==> src/hw/rtl/uuls_pkg.sv <==
`default_nettype none

package uuls_pkg;

  // Characters that steer the line parser.
  localparam logic [7:0] CHAR_CR    = 8'h0D;
  localparam logic [7:0] CHAR_LF    = 8'h0A;
  localparam logic [7:0] CHAR_SPACE = 8'h20;
  localparam logic [7:0] CHAR_MASK7 = 8'h7F;

  // One accepted input word.
  typedef struct packed {
    logic [7:0] data_byte;
    logic       end_of_data;
  } in_word_t;

  // One result word.
  typedef struct packed {
    logic [7:0] out_byte;
    logic       byte_valid;
    logic       last_of_run;
    logic       stream_done;
  } out_word_t;

  // What the front hands to the back for one input: up to two decoded groups,
  // each with the number of its bytes that survive the line count.
  typedef struct packed {
    logic [23:0] a_bits;
    logic [1:0]  a_cnt;
    logic [23:0] b_bits;
    logic [1:0]  b_cnt;
    logic        eod;
  } entry_t;

  // ASCII upper case letters fold to lower case, everything else stays.
  function automatic logic [7:0] fold(input logic [7:0] c);
    logic [7:0] r;
    r = c;
    if (c >= 8'h41 && c <= 8'h5A) begin
      r = c | 8'h20;
    end
    return r;
  endfunction

  // Characters of the "begin " prefix by position.
  function automatic logic [7:0] begin_char(input logic [2:0] idx);
    logic [7:0] r;
    case (idx)
      3'd0: r = 8'h62;
      3'd1: r = 8'h65;
      3'd2: r = 8'h67;
      3'd3: r = 8'h69;
      3'd4: r = 8'h6E;
      3'd5: r = 8'h20;
      default: r = 8'h00;
    endcase
    return r;
  endfunction

  // Characters of the "end" prefix by position.
  function automatic logic [7:0] end_char(input logic [1:0] idx);
    logic [7:0] r;
    case (idx)
      2'd0: r = 8'h65;
      2'd1: r = 8'h6E;
      2'd2: r = 8'h64;
      default: r = 8'h00;
    endcase
    return r;
  endfunction

  // Byte of a decoded group, most significant first.
  function automatic logic [7:0] group_byte(input logic [23:0] bits, input logic [1:0] idx);
    logic [7:0] r;
    case (idx)
      2'd0: r = bits[23:16];
      2'd1: r = bits[15:8];
      2'd2: r = bits[7:0];
      default: r = 8'h00;
    endcase
    return r;
  endfunction

endpackage

`default_nettype wire

==> src/hw/rtl/uuls_front.sv <==
`default_nettype none

module uuls_front (
  input  wire logic              clk,
  input  wire logic              rst_n,
  input  wire logic              push,
  input  wire logic              full,
  input  wire uuls_pkg::in_word_t in_word,
  output logic                   q_push,
  output uuls_pkg::entry_t       q_entry
);

  localparam logic [1:0] PH_IDLE = 2'd0;
  localparam logic [1:0] PH_DATA = 2'd1;
  localparam logic [1:0] PH_SKIP = 2'd2;

  logic [1:0]  phase_r, phase_nxt;
  logic [2:0]  pos_r, pos_nxt;
  logic        begin_ok_r, begin_ok_nxt;
  logic        end_ok_r, end_ok_nxt;
  logic [6:0]  count_r, count_nxt;
  logic [6:0]  emitted_r, emitted_nxt;
  logic [23:0] gbits_r, gbits_nxt;
  logic [1:0]  gchars_r, gchars_nxt;
  logic [23:0] held_r, held_nxt;
  logic        held_v_r, held_v_nxt;

  logic        accept;
  logic [7:0]  c;
  logic [7:0]  fc;
  logic [7:0]  cdiff;
  logic [2:0]  p;
  logic        is_brk;
  logic        eod;
  logic        a_go;
  logic [23:0] a_bits;
  logic        b_go;
  logic [23:0] b_bits;
  logic [1:0]  ka;
  logic [1:0]  kb;

  // Bytes of a group still allowed by the line count, at most three.
  function automatic logic [1:0] take3(input logic [6:0] avail);
    return (avail >= 7'd3) ? 2'd3 : avail[1:0];
  endfunction

  assign accept = push && !full;

  always_comb begin
    phase_nxt    = phase_r;
    pos_nxt      = pos_r;
    begin_ok_nxt = begin_ok_r;
    end_ok_nxt   = end_ok_r;
    count_nxt    = count_r;
    emitted_nxt  = emitted_r;
    gbits_nxt    = gbits_r;
    gchars_nxt   = gchars_r;
    held_nxt     = held_r;
    held_v_nxt   = held_v_r;
    a_go   = 1'b0;
    a_bits = '0;
    b_go   = 1'b0;
    b_bits = '0;
    ka     = 2'd0;
    kb     = 2'd0;

    c      = in_word.data_byte;
    eod    = in_word.end_of_data;
    fc     = uuls_pkg::fold(c);
    cdiff  = c - uuls_pkg::CHAR_SPACE;
    p      = pos_r;
    is_brk = (c == uuls_pkg::CHAR_CR) || (c == uuls_pkg::CHAR_LF);

    if (is_brk) begin
      // The line end itself is handled below.
    end else if (phase_r == PH_IDLE) begin
      // Count character opens a new line.
      pos_nxt      = 3'd1;
      begin_ok_nxt = (fc == uuls_pkg::begin_char(3'd0));
      end_ok_nxt   = (fc == uuls_pkg::end_char(2'd0));
      emitted_nxt  = '0;
      gbits_nxt    = '0;
      gchars_nxt   = '0;
      held_nxt     = '0;
      held_v_nxt   = 1'b0;
      if ((c & uuls_pkg::CHAR_MASK7) < uuls_pkg::CHAR_SPACE) begin
        count_nxt = '0;
        phase_nxt = PH_SKIP;
      end else begin
        count_nxt = {1'b0, cdiff[5:0]};
        phase_nxt = PH_DATA;
      end
    end else if (phase_r == PH_DATA) begin
      if (p < 3'd6 && fc != uuls_pkg::begin_char(p)) begin
        begin_ok_nxt = 1'b0;
      end
      if (p < 3'd3 && fc != uuls_pkg::end_char(p[1:0])) begin
        end_ok_nxt = 1'b0;
      end
      if (pos_r != 3'd7) begin
        pos_nxt = pos_r + 3'd1;
      end
      if (p == 3'd2 && end_ok_nxt) begin
        phase_nxt = PH_SKIP;
      end else if (p == 3'd5 && begin_ok_nxt) begin
        held_v_nxt = 1'b0;
        held_nxt   = '0;
        phase_nxt  = PH_SKIP;
      end else begin
        if (p == 3'd5 && held_v_nxt) begin
          a_go       = 1'b1;
          a_bits     = held_nxt;
          held_v_nxt = 1'b0;
          held_nxt   = '0;
        end
        gbits_nxt = {gbits_nxt[17:0], cdiff[5:0]};
        if (gchars_nxt == 2'd3) begin
          if (begin_ok_nxt && p < 3'd5) begin
            held_nxt   = gbits_nxt;
            held_v_nxt = 1'b1;
          end else begin
            a_go   = 1'b1;
            a_bits = gbits_nxt;
          end
          gbits_nxt  = '0;
          gchars_nxt = '0;
        end else begin
          gchars_nxt = gchars_nxt + 2'd1;
        end
      end
    end

    if (a_go) begin
      ka = take3(count_nxt - emitted_nxt);
    end
    emitted_nxt = emitted_nxt + {5'd0, ka};

    if (is_brk || eod) begin
      // A held group and an open partial group never coexist at a line end.
      if (phase_nxt == PH_DATA) begin
        if (held_v_nxt) begin
          b_go   = 1'b1;
          b_bits = held_nxt;
        end else if (gchars_nxt != 2'd0) begin
          b_go = 1'b1;
          case (gchars_nxt)
            2'd1:    b_bits = {gbits_nxt[5:0], 18'd0};
            2'd2:    b_bits = {gbits_nxt[11:0], 12'd0};
            2'd3:    b_bits = {gbits_nxt[17:0], 6'd0};
            default: b_bits = '0;
          endcase
        end
      end
      if (b_go) begin
        kb = take3(count_nxt - emitted_nxt);
      end
      phase_nxt    = PH_IDLE;
      pos_nxt      = '0;
      begin_ok_nxt = 1'b1;
      end_ok_nxt   = 1'b1;
      count_nxt    = '0;
      emitted_nxt  = '0;
      gbits_nxt    = '0;
      gchars_nxt   = '0;
      held_nxt     = '0;
      held_v_nxt   = 1'b0;
    end
  end

  assign q_push         = accept && (ka != 2'd0 || kb != 2'd0 || eod);
  assign q_entry.a_bits = a_bits;
  assign q_entry.a_cnt  = ka;
  assign q_entry.b_bits = b_bits;
  assign q_entry.b_cnt  = kb;
  assign q_entry.eod    = eod;

  always_ff @(posedge clk) begin
    if (!rst_n) begin
      phase_r    <= PH_IDLE;
      pos_r      <= '0;
      begin_ok_r <= 1'b1;
      end_ok_r   <= 1'b1;
      count_r    <= '0;
      emitted_r  <= '0;
      gbits_r    <= '0;
      gchars_r   <= '0;
      held_r     <= '0;
      held_v_r   <= 1'b0;
    end else if (accept) begin
      phase_r    <= phase_nxt;
      pos_r      <= pos_nxt;
      begin_ok_r <= begin_ok_nxt;
      end_ok_r   <= end_ok_nxt;
      count_r    <= count_nxt;
      emitted_r  <= emitted_nxt;
      gbits_r    <= gbits_nxt;
      gchars_r   <= gchars_nxt;
      held_r     <= held_nxt;
      held_v_r   <= held_v_nxt;
    end
  end

endmodule

`default_nettype wire

==> src/hw/rtl/uuls_queue.sv <==
`default_nettype none

module uuls_queue #(
  parameter int DEPTH = 4
) (
  input  wire logic             clk,
  input  wire logic             rst_n,
  input  wire logic             wr_en,
  input  wire uuls_pkg::entry_t wr_data,
  output logic                  full,
  input  wire logic             rd_en,
  output uuls_pkg::entry_t      rd_data,
  output logic                  empty
);

  localparam int PW = (DEPTH > 1) ? $clog2(DEPTH) : 1;
  localparam int CW = $clog2(DEPTH + 1);

  uuls_pkg::entry_t mem_r [DEPTH];
  logic [PW-1:0] wr_ptr_r;
  logic [PW-1:0] rd_ptr_r;
  logic [CW-1:0] count_r;

  function automatic logic [PW-1:0] wrap_inc(input logic [PW-1:0] ptr);
    return (ptr == PW'(DEPTH - 1)) ? '0 : ptr + 1'b1;
  endfunction

  assign full    = (count_r == CW'(DEPTH));
  assign empty   = (count_r == '0);
  assign rd_data = mem_r[rd_ptr_r];

  always_ff @(posedge clk) begin
    if (wr_en) begin
      mem_r[wr_ptr_r] <= wr_data;
    end
  end

  always_ff @(posedge clk) begin
    if (!rst_n) begin
      wr_ptr_r <= '0;
      rd_ptr_r <= '0;
      count_r  <= '0;
    end else begin
      if (wr_en) begin
        wr_ptr_r <= wrap_inc(wr_ptr_r);
      end
      if (rd_en) begin
        rd_ptr_r <= wrap_inc(rd_ptr_r);
      end
      if (wr_en && !rd_en) begin
        count_r <= count_r + 1'b1;
      end else if (rd_en && !wr_en) begin
        count_r <= count_r - 1'b1;
      end
    end
  end

endmodule

`default_nettype wire

==> src/hw/rtl/uuls_back.sv <==
`default_nettype none

module uuls_back (
  input  wire logic             clk,
  input  wire logic             rst_n,
  input  wire logic             q_empty,
  input  wire uuls_pkg::entry_t q_head,
  output logic                  q_pop,
  output logic                  empty,
  input  wire logic             pop,
  output uuls_pkg::out_word_t   out_word
);

  logic [2:0]          idx_r, idx_nxt;
  logic                ov_r;
  uuls_pkg::out_word_t word_r;
  uuls_pkg::out_word_t word_nxt;

  logic [2:0] total;
  logic [2:0] nwords;
  logic [2:0] b_idx;
  logic       last;
  logic       load;
  logic       out_take;
  logic [7:0] sel_byte;

  assign total  = {1'b0, q_head.a_cnt} + {1'b0, q_head.b_cnt};
  assign nwords = (total == 3'd0) ? 3'd1 : total;
  assign last   = (idx_r == nwords - 3'd1);
  assign b_idx  = idx_r - {1'b0, q_head.a_cnt};

  always_comb begin
    if (idx_r < {1'b0, q_head.a_cnt}) begin
      sel_byte = uuls_pkg::group_byte(q_head.a_bits, idx_r[1:0]);
    end else begin
      sel_byte = uuls_pkg::group_byte(q_head.b_bits, b_idx[1:0]);
    end
  end

  always_comb begin
    word_nxt.out_byte    = (total != 3'd0) ? sel_byte : 8'h00;
    word_nxt.byte_valid  = (total != 3'd0);
    word_nxt.last_of_run = last;
    word_nxt.stream_done = last && q_head.eod;
  end

  assign out_take = pop && ov_r;
  assign load     = !q_empty && (!ov_r || out_take);
  assign q_pop    = load && last;
  assign idx_nxt  = last ? 3'd0 : idx_r + 3'd1;
  assign empty    = !ov_r;
  assign out_word = word_r;

  always_ff @(posedge clk) begin
    if (load) begin
      word_r <= word_nxt;
    end
  end

  always_ff @(posedge clk) begin
    if (!rst_n) begin
      idx_r <= '0;
      ov_r  <= 1'b0;
    end else begin
      if (load) begin
        idx_r <= idx_nxt;
        ov_r  <= 1'b1;
      end else if (out_take) begin
        ov_r <= 1'b0;
      end
    end
  end

endmodule

`default_nettype wire

==> src/hw/rtl/uudecode_line_stream.sv <==
// Path: an accepted word's result is registered first in the entry queue, then in the output register.
// Throughput: one input word per cycle while full is low, and one result word per cycle
// while pop is high and the queue holds an entry; push stalls (full) only while the entry
// queue between front and back holds QUEUE_DEPTH entries.
// Reset: synchronous on rst_n low; line state returns to "between lines", the queue and
// the output register are emptied.
`default_nettype none

module uudecode_line_stream #(
  parameter int QUEUE_DEPTH = 4
) (
  input  wire logic                clk,
  input  wire logic                rst_n,
  input  wire logic                push,
  output logic                     full,
  input  wire uuls_pkg::in_word_t  in_word,
  output logic                     empty,
  input  wire logic                pop,
  output uuls_pkg::out_word_t      out_word
);

  // The front runs the line parser combinationally on every accepted word. It
  // tracks the count character, the "begin " and "end" prefix checks, the open
  // six-bit group and the first group, which is held until the "begin " check is
  // settled. Each word can release at most two groups: one from the character
  // itself and one from the line end that a CR, LF or end_of_data causes. The
  // count limit is already applied here, so an entry carries each group together
  // with the number of its bytes that go out.
  logic             q_push;
  logic             q_pop;
  logic             q_empty;
  uuls_pkg::entry_t q_wr;
  uuls_pkg::entry_t q_head;

  uuls_front u_front (
    .clk     (clk),
    .rst_n   (rst_n),
    .push    (push),
    .full    (full),
    .in_word (in_word),
    .q_push  (q_push),
    .q_entry (q_wr)
  );

  // The queue decouples the two sides: the front keeps taking a word per cycle, unless the
  // queue is full, while the back still walks an earlier entry that yields up to six bytes.
  // Words that produce no result never enter it.
  uuls_queue #(
    .DEPTH (QUEUE_DEPTH)
  ) u_queue (
    .clk     (clk),
    .rst_n   (rst_n),
    .wr_en   (q_push),
    .wr_data (q_wr),
    .full    (full),
    .rd_en   (q_pop),
    .rd_data (q_head),
    .empty   (q_empty)
  );

  // The back walks the head entry one byte per cycle into the output register while pop takes each word.
  // An entry with no bytes (end of data alone) becomes a single marker word.
  // The output register refills in the same cycle that its word is popped.
  uuls_back u_back (
    .clk      (clk),
    .rst_n    (rst_n),
    .q_empty  (q_empty),
    .q_head   (q_head),
    .q_pop    (q_pop),
    .empty    (empty),
    .pop      (pop),
    .out_word (out_word)
  );

`ifndef SYNTHESIS
  // A word without a decoded byte only ever marks the end of the text.
  a_marker_is_done : assert property (@(posedge clk) disable iff (!rst_n)
    (!empty && !out_word.byte_valid) |->
      (out_word.stream_done && out_word.last_of_run && out_word.out_byte == 8'h00))
    else $error("marker word without stream_done or with a byte");

  // The end of the text always closes the run of the input that caused it.
  a_done_is_last : assert property (@(posedge clk) disable iff (!rst_n)
    (!empty && out_word.stream_done) |-> out_word.last_of_run)
    else $error("stream_done without last_of_run");

  // After reset both sides start empty.
  a_reset_empty : assert property (@(posedge clk)
    !rst_n |=> (empty && !full))
    else $error("queue or output not empty after reset");
`endif

endmodule

`default_nettype wire
==> config.mk <==
export PLATFORM = sky130hd
export DESIGN_NAME = uudecode_line_stream
export DESIGN_NICKNAME = d
export VERILOG_FILES = /design/src/hw/rtl/uuls_pkg.sv /design/src/hw/rtl/uuls_front.sv /design/src/hw/rtl/uuls_queue.sv /design/src/hw/rtl/uuls_back.sv /design/src/hw/rtl/uudecode_line_stream.sv
export SDC_FILE = /design/constraint.sdc
export NUM_CORES = 1
export LEC_CHECK = 0
export ABC_CLOCK_PERIOD_IN_PS = 10300
export BUFFER_PORTS_ARGS = -buffer_cell sky130_fd_sc_hd__buf_2
export CAP_MARGIN = 20
export CORE_ASPECT_RATIO = 2
export CORE_UTILIZATION = 60
export CTS_CLUSTER_SIZE = 25
export DETAILED_ROUTE_END_ITERATION = 8
export PLACE_DENSITY = 0.76
export SYNTH_ARGS = -nofsm -noshare
export SYNTH_HDL_FRONTEND = slang
export SYNTH_SLANG_ARGS = --single-unit
==> constraint.sdc <==
create_clock -name clk -period 10.3 [get_ports clk]
set_input_delay 1.545 -clock clk [delete_from_list [all_inputs] [get_ports clk]]
set_output_delay 1.545 -clock clk [all_outputs]
set_load 0.01 [all_outputs]
* Yosys cells after proc, flatten, opt, wreduce, memory -nomap -nowiden
Memory sizes are Yosys's and may differ from the RTL's. A register that Yosys moved wholly into a read port is not among the register bits. Index checks and enable logic that the tools add are counted.
Word-level totals: register bits 88, latch bits 0, RAM bits 212, memory bits (read-only) 0, input port bits 13, output and inout port bits 13, word-level logic and storage cells 235, memories kept 1
Cells by class: add/sub/neg operators 14, multipliers 0, div/mod/pow operators 0, $lt $le $gt $ge 9, equal/unequal tests 29, shift operators 0, muxes and demuxes 121, bitwise operators 0, reduce and logical (&&, ||, !) cells 42
Memories:
- u_queue.mem_r | depth 4, width 53, read ports 1, clocked after Yosys merged registers in 1, wr ports 1, line uuls_queue.sv:19 | uuls_pkg::entry_t mem_r [DEPTH];
Operators by type and width (number):
- 2-to-1 mux 24 bit | 21
- 2-to-1 mux 18 bit | 7
- one-hot mux 24 bit (3 select lines) | 1
- 2-to-1 mux 8 bit | 7
- one-hot mux 8 bit (3 select lines) | 2
- 2-to-1 mux 2 bit | 23
- 2-to-1 mux 7 bit | 6
- one-hot mux 7 bit (6 select lines) | 1
- 2-to-1 mux 1 bit | 41
- 2-to-1 mux 3 bit | 9
- one-hot mux 7 bit (3 select lines) | 1
- == test 2 bit (second input constant) | 8
- == test 8 x 4 -> 1 bit (second input constant) | 2
- == test 8 x 7 -> 1 bit (second input constant) | 2
- != test 8 bit | 2
- logical AND 1 bit | 15
- greater-or-equal comparator 7 x 2 -> 1 bit (second input constant) | 2
- subtractor 7 bit | 2
- == test 2 x 1 -> 1 bit (second input constant) | 6
- 2-to-1 mux 6 bit | 2
- nonzero test 2 bit | 5
- adder 3 x 1 -> 3 bit (second input constant) | 3
- == test 3 bit (second input constant) | 3
- logical NOT 3 bit | 3
- 23 further kinds | 41

* Longest topological paths before layout
Gate-level depths: netlist of run 1.
depth in word-level cells 34, depth in mapped cells 39, mapped depth without buffers 35

* Cells and area by module
A second synthesis of run 1 with hierarchy kept.
Second synthesis, totals: cells, all modules 1205, area total of the unflattened synthesis 14971.9 um2
By module, submodules not included:
- uuls_queue | instances 1, cells each 321, area an instance 8169.1 um2, seq. area each 6546.3 um2
- uuls_front | instances 1, cells each 767, area an instance 5654.2 um2, seq. area each 1321.3 um2
- uuls_back | instances 1, cells each 117, area an instance 1148.6 um2, seq. area each 410.4 um2

* Least setup slack after synthesis of run 1
Ideal clock, no wire load.
path kind input -> register, start input port in_word[3] (netlist name), end memory u_queue.mem_r[1][0] (netlist name), enable pin, setup time 0.416 ns, arrival time 9.192 ns, required time 9.884 ns, setup slack 0.692 ns, stages 33, buffers on the path 5, cell sequence clkbuf_1 -> and3b_1 -> o2111ai_1 -> nand2_1 -> clkbuf_1 -> clkbuf_1 -> clkbuf_1 -> clkbuf_1 -> and2_1 -> ha_1 -> fa_1 -> nor2b_1 -> nor3_1 -> nor2_1 -> o21ai_0 -> nor2b_1 -> xnor2_1 -> nor3_1 -> a21oi_1 -> ha_1 -> fa_1 -> inv_1 -> ha_1 -> nor2b_1 -> o21a_1 -> o21a_1 -> a221oi_1 -> nor4_1 -> nor2_1 -> a211oi_1 -> a311o_1 -> a21oi_2 -> and2_1
RTL lines:
- start, declared | line uudecode_line_stream.sv:16 | input wire uuls_pkg::in_word_t in_word,
- end, declared | line uuls_queue.sv:19

==> results of run 1 <==
## flip-flops by register name, summed over array words and instances, names as in the netlist, named ones only
name	cells
u_front.count_r	7
u_front.held_v_r	1
u_front.p	3
u_queue.count_r	3
u_queue.mem_r	212
u_front.end_ok_r	1
u_front.begin_ok_r	1
u_back.idx_r	3
u_back.out_word	11
u_front.gchars_r	2
u_front.phase_r	2
u_front.emitted_r	7
u_front.held_r	24
u_front.gbits_r	18
u_back.ov_r	1
u_queue.wr_ptr_r	2
u_queue.rd_ptr_r	2
## cell type report
cell class,instances,area [µm²]
flip-flops and latches,302,8280
clock buffers,30,676
fillers,1802,7980
multi-input cells,786,6030
well taps,287,359
clock inverters,16,180
inverters,28,105
repair buffers,55,410
## layer usage
layer	vias up	wire length, µm	global-route usage
met3	135	1950	0.0322
li1	4587	-	-
met4	0	2640	0.188
met1	5081	13700	0.351
met5	-	0	0
met2	444	20500	0.570
## cell families (layout without fill, tap and decap cells)
logic type      count (synthesis)  in the layout  share of synthesized area
fa+ha+maj                      40             40                     0.0365
compound gates                288            288                      0.137
buf+inv                       110            129                     0.0302
xor+xnor                       18             18                     0.0107
flops                         302            302                      0.562
mux                            88             88                      0.106
simple gates                  352            352                      0.119
## power by group
part	internal, mW	total (mW)	leakage (nW)	switching, mW
Combinational	0.380	0.897	2.22	0.518
Clock	0.549	0.993	0.411	0.444
Sequential	1.40	1.46	2.72	0.0633
Total	2.33	3.35	5.36	1.02
## placed cells by master (no fill, tap or decap), types with 15 or more instances in the layout
cell / instances
ha_1: 35
nor2b_1: 62
dfxtp_1: 77
nand3_1: 27
edfxtp_1: 223
o22ai_1: 16
o21ai_0: 29
a32oi_1: 15
nor3_1: 24
and2_1: 15
a22oi_1: 46
nor2_1: 76
buf_4: 24
a21oi_1: 67
mux4_2: 53
buf_2: 26
a22o_1: 26
mux2i_1: 26
inv_1: 28
clkbuf_16: 26
nand2_1: 95
## worst reg2reg max path, delay by kind of cell, from the launching register on
| kind | cells | cell delay, ns |
|---|---|---|
| AOI/OAI and AO/OA | 10 | 2.44 |
| and+or+nand+nor | 11 | 2.37 |
| adders and majority gates | 7 | 2.26 |
| DFF | 1 | 0.53 |
| buffers and inverters | 3 | 0.36 |
| xor gates and xnor gates | 2 | 0.26 |
## per-stage QoR
step	setup WS, ns	power [mW]	cell area, µm²	hold slack, ns	util
5_1_grt	0.957	3.48	16000	0.492	0.668
3_5_place_dp	1.06	2.38	15200	0.450	0.632
3_3_place_gp	1.23	2.37	15200	0.440	0.632
2_1_floorplan	0.692	2.10	14700	0.424	-
6_report	1.52	3.35	16000	0.459	0.668
4_1_cts	1.59	3.37	16000	0.464	0.668
## final timing paths
| kind | from | endpoint | slack [ns] | depth (start not counted) |
|---|---|---|---|---|
| max | in_word[1] | u_queue.count_r[2]$_SDFFE_PN0P_ | 1.52 | 36 |
| min | u_front.count_r[6]$_SDFFE_PN0P_ | u_front.count_r[6]$_SDFFE_PN0P_ | 0.46 | 2 |
| min reg2reg | u_front.count_r[6]$_SDFFE_PN0P_ | u_front.count_r[6]$_SDFFE_PN0P_ | 0.46 | 2 |
| max reg2reg | u_front.phase_r[0]$_SDFFE_PN0P_ | u_queue.count_r[2]$_SDFFE_PN0P_ | 2.01 | 33 |
==> summary.txt, run 1 <==
Clock network
  • Clock root cell: clkbuf_16
  • Clk sink count: ~300
  • Clock latency on the worst-skew pair: ~0.57 ns
  • Post-CTS sizing: 0
  • Clock Path Buffers: 3
  • Cts hold-fix bufs: 0
  • CTS tree: built
  • CTS H-tree lvls: 1
  • Num CTS Buffers: 26
  • Setup Buffers After CTS: 0
  • Worst-path clk slew: 0.07 ns

Critical path
  • Crit path buf inv count: 5
  • CP arrival: 9.26 ns
  • Crit-path slowest cell: fa_1
  • CP endpoint kind: flip-flop
  • CP required: between 10 and 15 ns
  • Setup CP Type: in -> reg
  • CP max stage delay: ~0.56 ns
  • CP max FO: 12
  • Critical path's top delay family: compound AO/OA/AOI/OAI gates
  • Most used cell along the critical path: ha_1
  • CP Launch Type: input port

Power
  • Cell area power density: 209 nW/µm²
  • Max IR drop VDD: ~0.14 mV
  • Lkg Pwr: ~5.4 nW

Logic synthesis
  • Seq cells post-synth: roughly 300
  • Post-synthesis sequential area ratio: 0.562
  • Synthesized area per cell: ~12 µm²
  • Mapped cell area: about 15000 µm²
  • Yosys warns: 0
  • Area leader, netlist: edfxtp_1
  • Synth Flop Type: edfxtp_1
  • EDFF count, synth: 223
  • Post-synth top area share: 0.454
  • Most frequent cell after synthesis: edfxtp_1
  • Post-synth top cells: 223 x edfxtp_1, 95 x nand2_1, 79 x dfxtp_1
  • Ys async rst share: 0
  • Synth area leaders: edfxtp_1 45%, dfxtp_1 11%, mux4_2 8.1%
  • Cells after Synth: between 1000 and 1500
  • Netlist cell types: 72
  • Synth Net Count: ~1300

Floorplan
  • Die Ht: 224 µm
  • Horiz. Die Dim: about 110 µm
  • Core Area: 24000 µm²
  • Io pins: 26
  • Die ar.: 25200 µm²
  • Rows: 80
  • Starting Density: 0.613

Cells and area
  • Nets: ~1300
  • Share of layout cells above drive strength 1: 0.150
  • Non-Filler Instances: about 1500
  • Layout Area Growth over Synthesis: 8.88%
  • Number of diodes: 0

Timing
  • Setup violation total in the final timing report: 0
  • Period utilisation layout: 0.853
  • Relative slew slack: 0.347
  • Fmax: 114 MHz
  • Max Transition Viols Final: 0
  • Sum Neg Setup Slack: 0 ns
  • Final Hold Vio Count: 0
  • Pin slew with the least headroom to its limit: 0.977 ns
  • RSZ-0062 raised after global routing: no
  • Setup Skew: about 0.027 ns
  • Crit path time final: between 8 and 9 ns

Run status
  • Status: finished, final reports clean

Place
  • Gp weighted congestion: 0.983
  • DP HPWL: ~27 mm
  • Port Buffers: 25
  • Placed instance count: about 1500

Global route
  • Largest net degree at the start of global routing: between 50 and 60
  • Initial antenna violation count: 0
  • Global route overflow: 0
  • First-pass GRT wire length: roughly 59 mm
  • All-Layer GR Usage: 0.313
  • Number of global-route vias before repair: just over 10000

Detailed routing
  • WL/cell: around 26 µm
  • Vias per inst: slightly below 7
  • Residual DRC count: 0
  • Initial DRC count: 993
  • DR vias: 10200
  • WL final: around 39 mm
  • DR pass1 iterations: 7
  • Final ANT Viol Nets: 0

Worst hold path
  • Tightest Hold Check Type: reg -> reg

Job
  • Maxcap violations: 0
Power figures use the tool's default switching activity.
==> inputs of run 2 (changes only) <==
--- a/config.mk
+++ b/config.mk
@@ -8,9 +8,9 @@
 export ABC_CLOCK_PERIOD_IN_PS = 10300
 export BUFFER_PORTS_ARGS = -buffer_cell sky130_fd_sc_hd__buf_2
 export CAP_MARGIN = 20
-export CORE_ASPECT_RATIO = 2
+export CORE_ASPECT_RATIO = 0.5
 export CORE_UTILIZATION = 60
-export CTS_CLUSTER_SIZE = 25
+export CTS_CLUSTER_SIZE = 40
 export DETAILED_ROUTE_END_ITERATION = 8
 export PLACE_DENSITY = 0.76
 export SYNTH_ARGS = -nofsm -noshare
==> summary.txt, run 2 (synthesis results as in run 1) <==
Cells and area
  • Most frequent cells in the layout: 223 x edfxtp_1, 95 x nand2_1, 77 x dfxtp_1
  • Number of diodes: 0 (unchanged)
  • Top reg by flops: u_queue.mem_r
  • Max reg flops: 212 (unchanged)
  • Final instance area: 16100 µm² (about the same)
  • Share of layout cells above drive strength 1: 0.139 (-0.0108)
  • Commonest non-fill, non-tap cell in the layout: edfxtp_1
  • Top Registers: u_queue.mem_r: 212 flops, u_front.held_r: 24 flops, u_front.gbits_r: 18 flops
  • Nets: 1244 (-0.64%)
  • Post-route core utilization: 0.667 (-0.000765)
  • Layout Area Growth over Synthesis: 8.98% (about the same)

Global route
  • All-Layer GR Usage: 0.303 (-0.0100)
  • Number of global-route vias before repair: 9850 (-3.0%)
  • First-pass GRT wire length: 58.0 mm (-1.2%)
  • Global route overflow: 0 (unchanged)
  • Largest net degree at the start of global routing: 80 (+36%)
  • Initial antenna violation count: 0 (unchanged)

Place
  • Port Buffers: 25 (unchanged)
  • Area post-placement: 15200 µm² (+0.11%)
  • Gp weighted congestion: 0.911 (-7.4%)
  • DP HPWL: 24.8 mm (-7.9%)
  • Pre-CTS WS: 0.970 ns (-0.0923 ns)

Floorplan
  • Die ar.: 25200 µm² (unchanged)
  • Horiz. Die Dim: 224 µm (+98%)
  • Die Ht: 113 µm (-50%)
  • Rows: 40 (-50%)
  • Starting Density: 0.612 (-0.00128)
  • Core Area: 24100 µm² (+0.21%)
  • Io pins: 26 (unchanged)

Critical path
  • CP max FO: 17 (+5)
  • Setup crit start: in_word[2]
  • Setup CP Type: in -> reg
  • CP required: 10.79 ns (+0.02 ns)
  • CP max stage delay: 0.51 ns (-0.05 ns)
  • CP arrival: 9.49 ns (+0.23 ns)
  • Most used cell along the critical path: ha_1
  • CP Launch Type: input port
  • CP endpoint kind: flip-flop
  • Crit-path slowest cell: fa_1
  • Reg2reg start: u_front.phase_r[0]$_SDFFE_PN0P_

Timing
  • Period utilisation layout: 0.874 (+0.0214)
  • Max Transition Viols Final: 0 (unchanged)
  • Sum Neg Setup Slack: 0 ns (unchanged)
  • Relative slew slack: 0.318 (-0.0297)
  • Final Hold Vio Count: 0 (unchanged)
  • Crit path time final: 9.00 ns (+0.221 ns)
  • Setup violation total in the final timing report: 0 (unchanged)
  • Pin slew with the least headroom to its limit: 1.02 ns (+0.0434 ns)
  • Fmax: 111 MHz (-2.5%)
  • RSZ-0062 raised after global routing: no
  • Final WS setup: 1.30 ns (-0.221 ns)
  • Setup Skew: 0.0116 ns (-0.0149 ns)

Detailed routing
  • WL final: 37.8 mm (-2.6%)
  • Initial DRC count: 1427 (+44%)
  • DR vias: 10400 (+1.2%)
  • Vias per inst: 6.70 (-1.6%)
  • Final ANT Viol Nets: 0 (unchanged)
  • WL/cell: 24.5 µm (-5.3%)
  • Residual DRC count: 0 (unchanged)
  • DR pass1 iterations: 5 (-2)

Power
  • Max IR drop VDD: 0.117 mV (-19%)
  • Total power: 3.35 mW (-0.25%)
  • Lkg Pwr: 5.32 nW (-0.75%)
  • Cell area power density: 208 nW/µm² (-0.34%)

Clock network
  • CTS H-tree lvls: 1 (unchanged)
  • Cts hold-fix bufs: 0 (unchanged)
  • Num CTS Buffers: 26 (unchanged)
  • Clock Path Buffers: 3 (unchanged)
  • CTS tree: built
  • Clock latency on the worst-skew pair: 0.56 ns (about the same)
  • Post-CTS sizing: 0 (unchanged)
  • Worst-path clk slew: 0.07 ns (about the same)
  • Setup Buffers After CTS: 0 (unchanged)
  • Clock root cell: clkbuf_16
  • Clk sink count: 302 (unchanged)

Worst hold path
  • Hold Path Origin: u_front.count_r[6]$_SDFFE_PN0P_
  • Tightest Hold Check Type: reg -> reg

Run status
  • Status: finished, final reports clean

Job
  • Maxcap violations: 0 (unchanged)
==> run 2: cell types whose count changed in the layout (fill, tap and decap cells not counted) <==
| cell | previous run | this run |
|---|---|---|
| clkinvlp_4 | 3 | 1 |
| clkinv_2 | 5 | 1 |
| buf_2 | 26 | 25 |
| clkbuf_1 | 3 | 12 |
| clkinvlp_2 | 1 | 0 |
| inv_6 | 1 | 2 |
| buf_12 | 5 | 6 |
| clkinv_1 | 1 | 0 |
| buf_4 | 24 | 16 |
==> run 2: critical path, delay by kind of cell <==
family	cells	cell delay, ns
and+or+nand+nor	11	1.90
adders and majority gates	7	2.17
AOI/OAI and AO/OA	11	2.94
buffers and inverters	4	0.65
xor gates and xnor gates	2	0.31
==> run 2: final cells by class <==
cell class / count / area, µm²
Clock buffer: 39 / 709
Clock inverter: 9 / 145
Fill cell: 1739 / 8010
Inverter: 28 / 105
Multi-Input combinational cell: 786 / 6030
Sequential cell: 302 / 8280
Tap cell: 336 / 420
Timing Repair Buffer: 47 / 365
==> run 2: per-layer routing <==
metal | global-route usage | wire length, µm | part of all wire | vias up
met4 | 0.0630 | 555 | 0.015 | 0
met3 | 0.0517 | 3850 | 0.10 | 57
li1 | - | - | - | 4563
met1 | 0.472 | 16800 | 0.44 | 5202
met2 | 0.451 | 16600 | 0.44 | 549
met5 | 0 | 0 | 0 | -
==> run 2: power breakdown <==
group | switching (mW) | internal (mW)
Sequential | 0.0441 | 1.40
Clock | 0.444 | 0.557
Combinational | 0.526 | 0.373
==> run 2: metrics by stage <==
stage / hold slack, ns / cells
2_1_floorplan: 0.424 / 1198
4_1_cts: 0.449 / 1547
3_5_place_dp: 0.438 / 1499
5_1_grt: 0.476 / 1547
6_report: 0.457 / 1547
3_3_place_gp: 0.435 / 1499
==> run 2: worst paths after layout <==
path / to / slack, ns / cells after the start
worst max-delay path: u_queue.count_r[2]$_SDFFE_PN0P_ / 1.30 / 35
worst min-delay path: u_front.count_r[6]$_SDFFE_PN0P_ / 0.46 / 2
worst max register to register: u_queue.count_r[2]$_SDFFE_PN0P_ / 1.82 / 32
worst min register to register: u_front.count_r[6]$_SDFFE_PN0P_ / 0.46 / 2
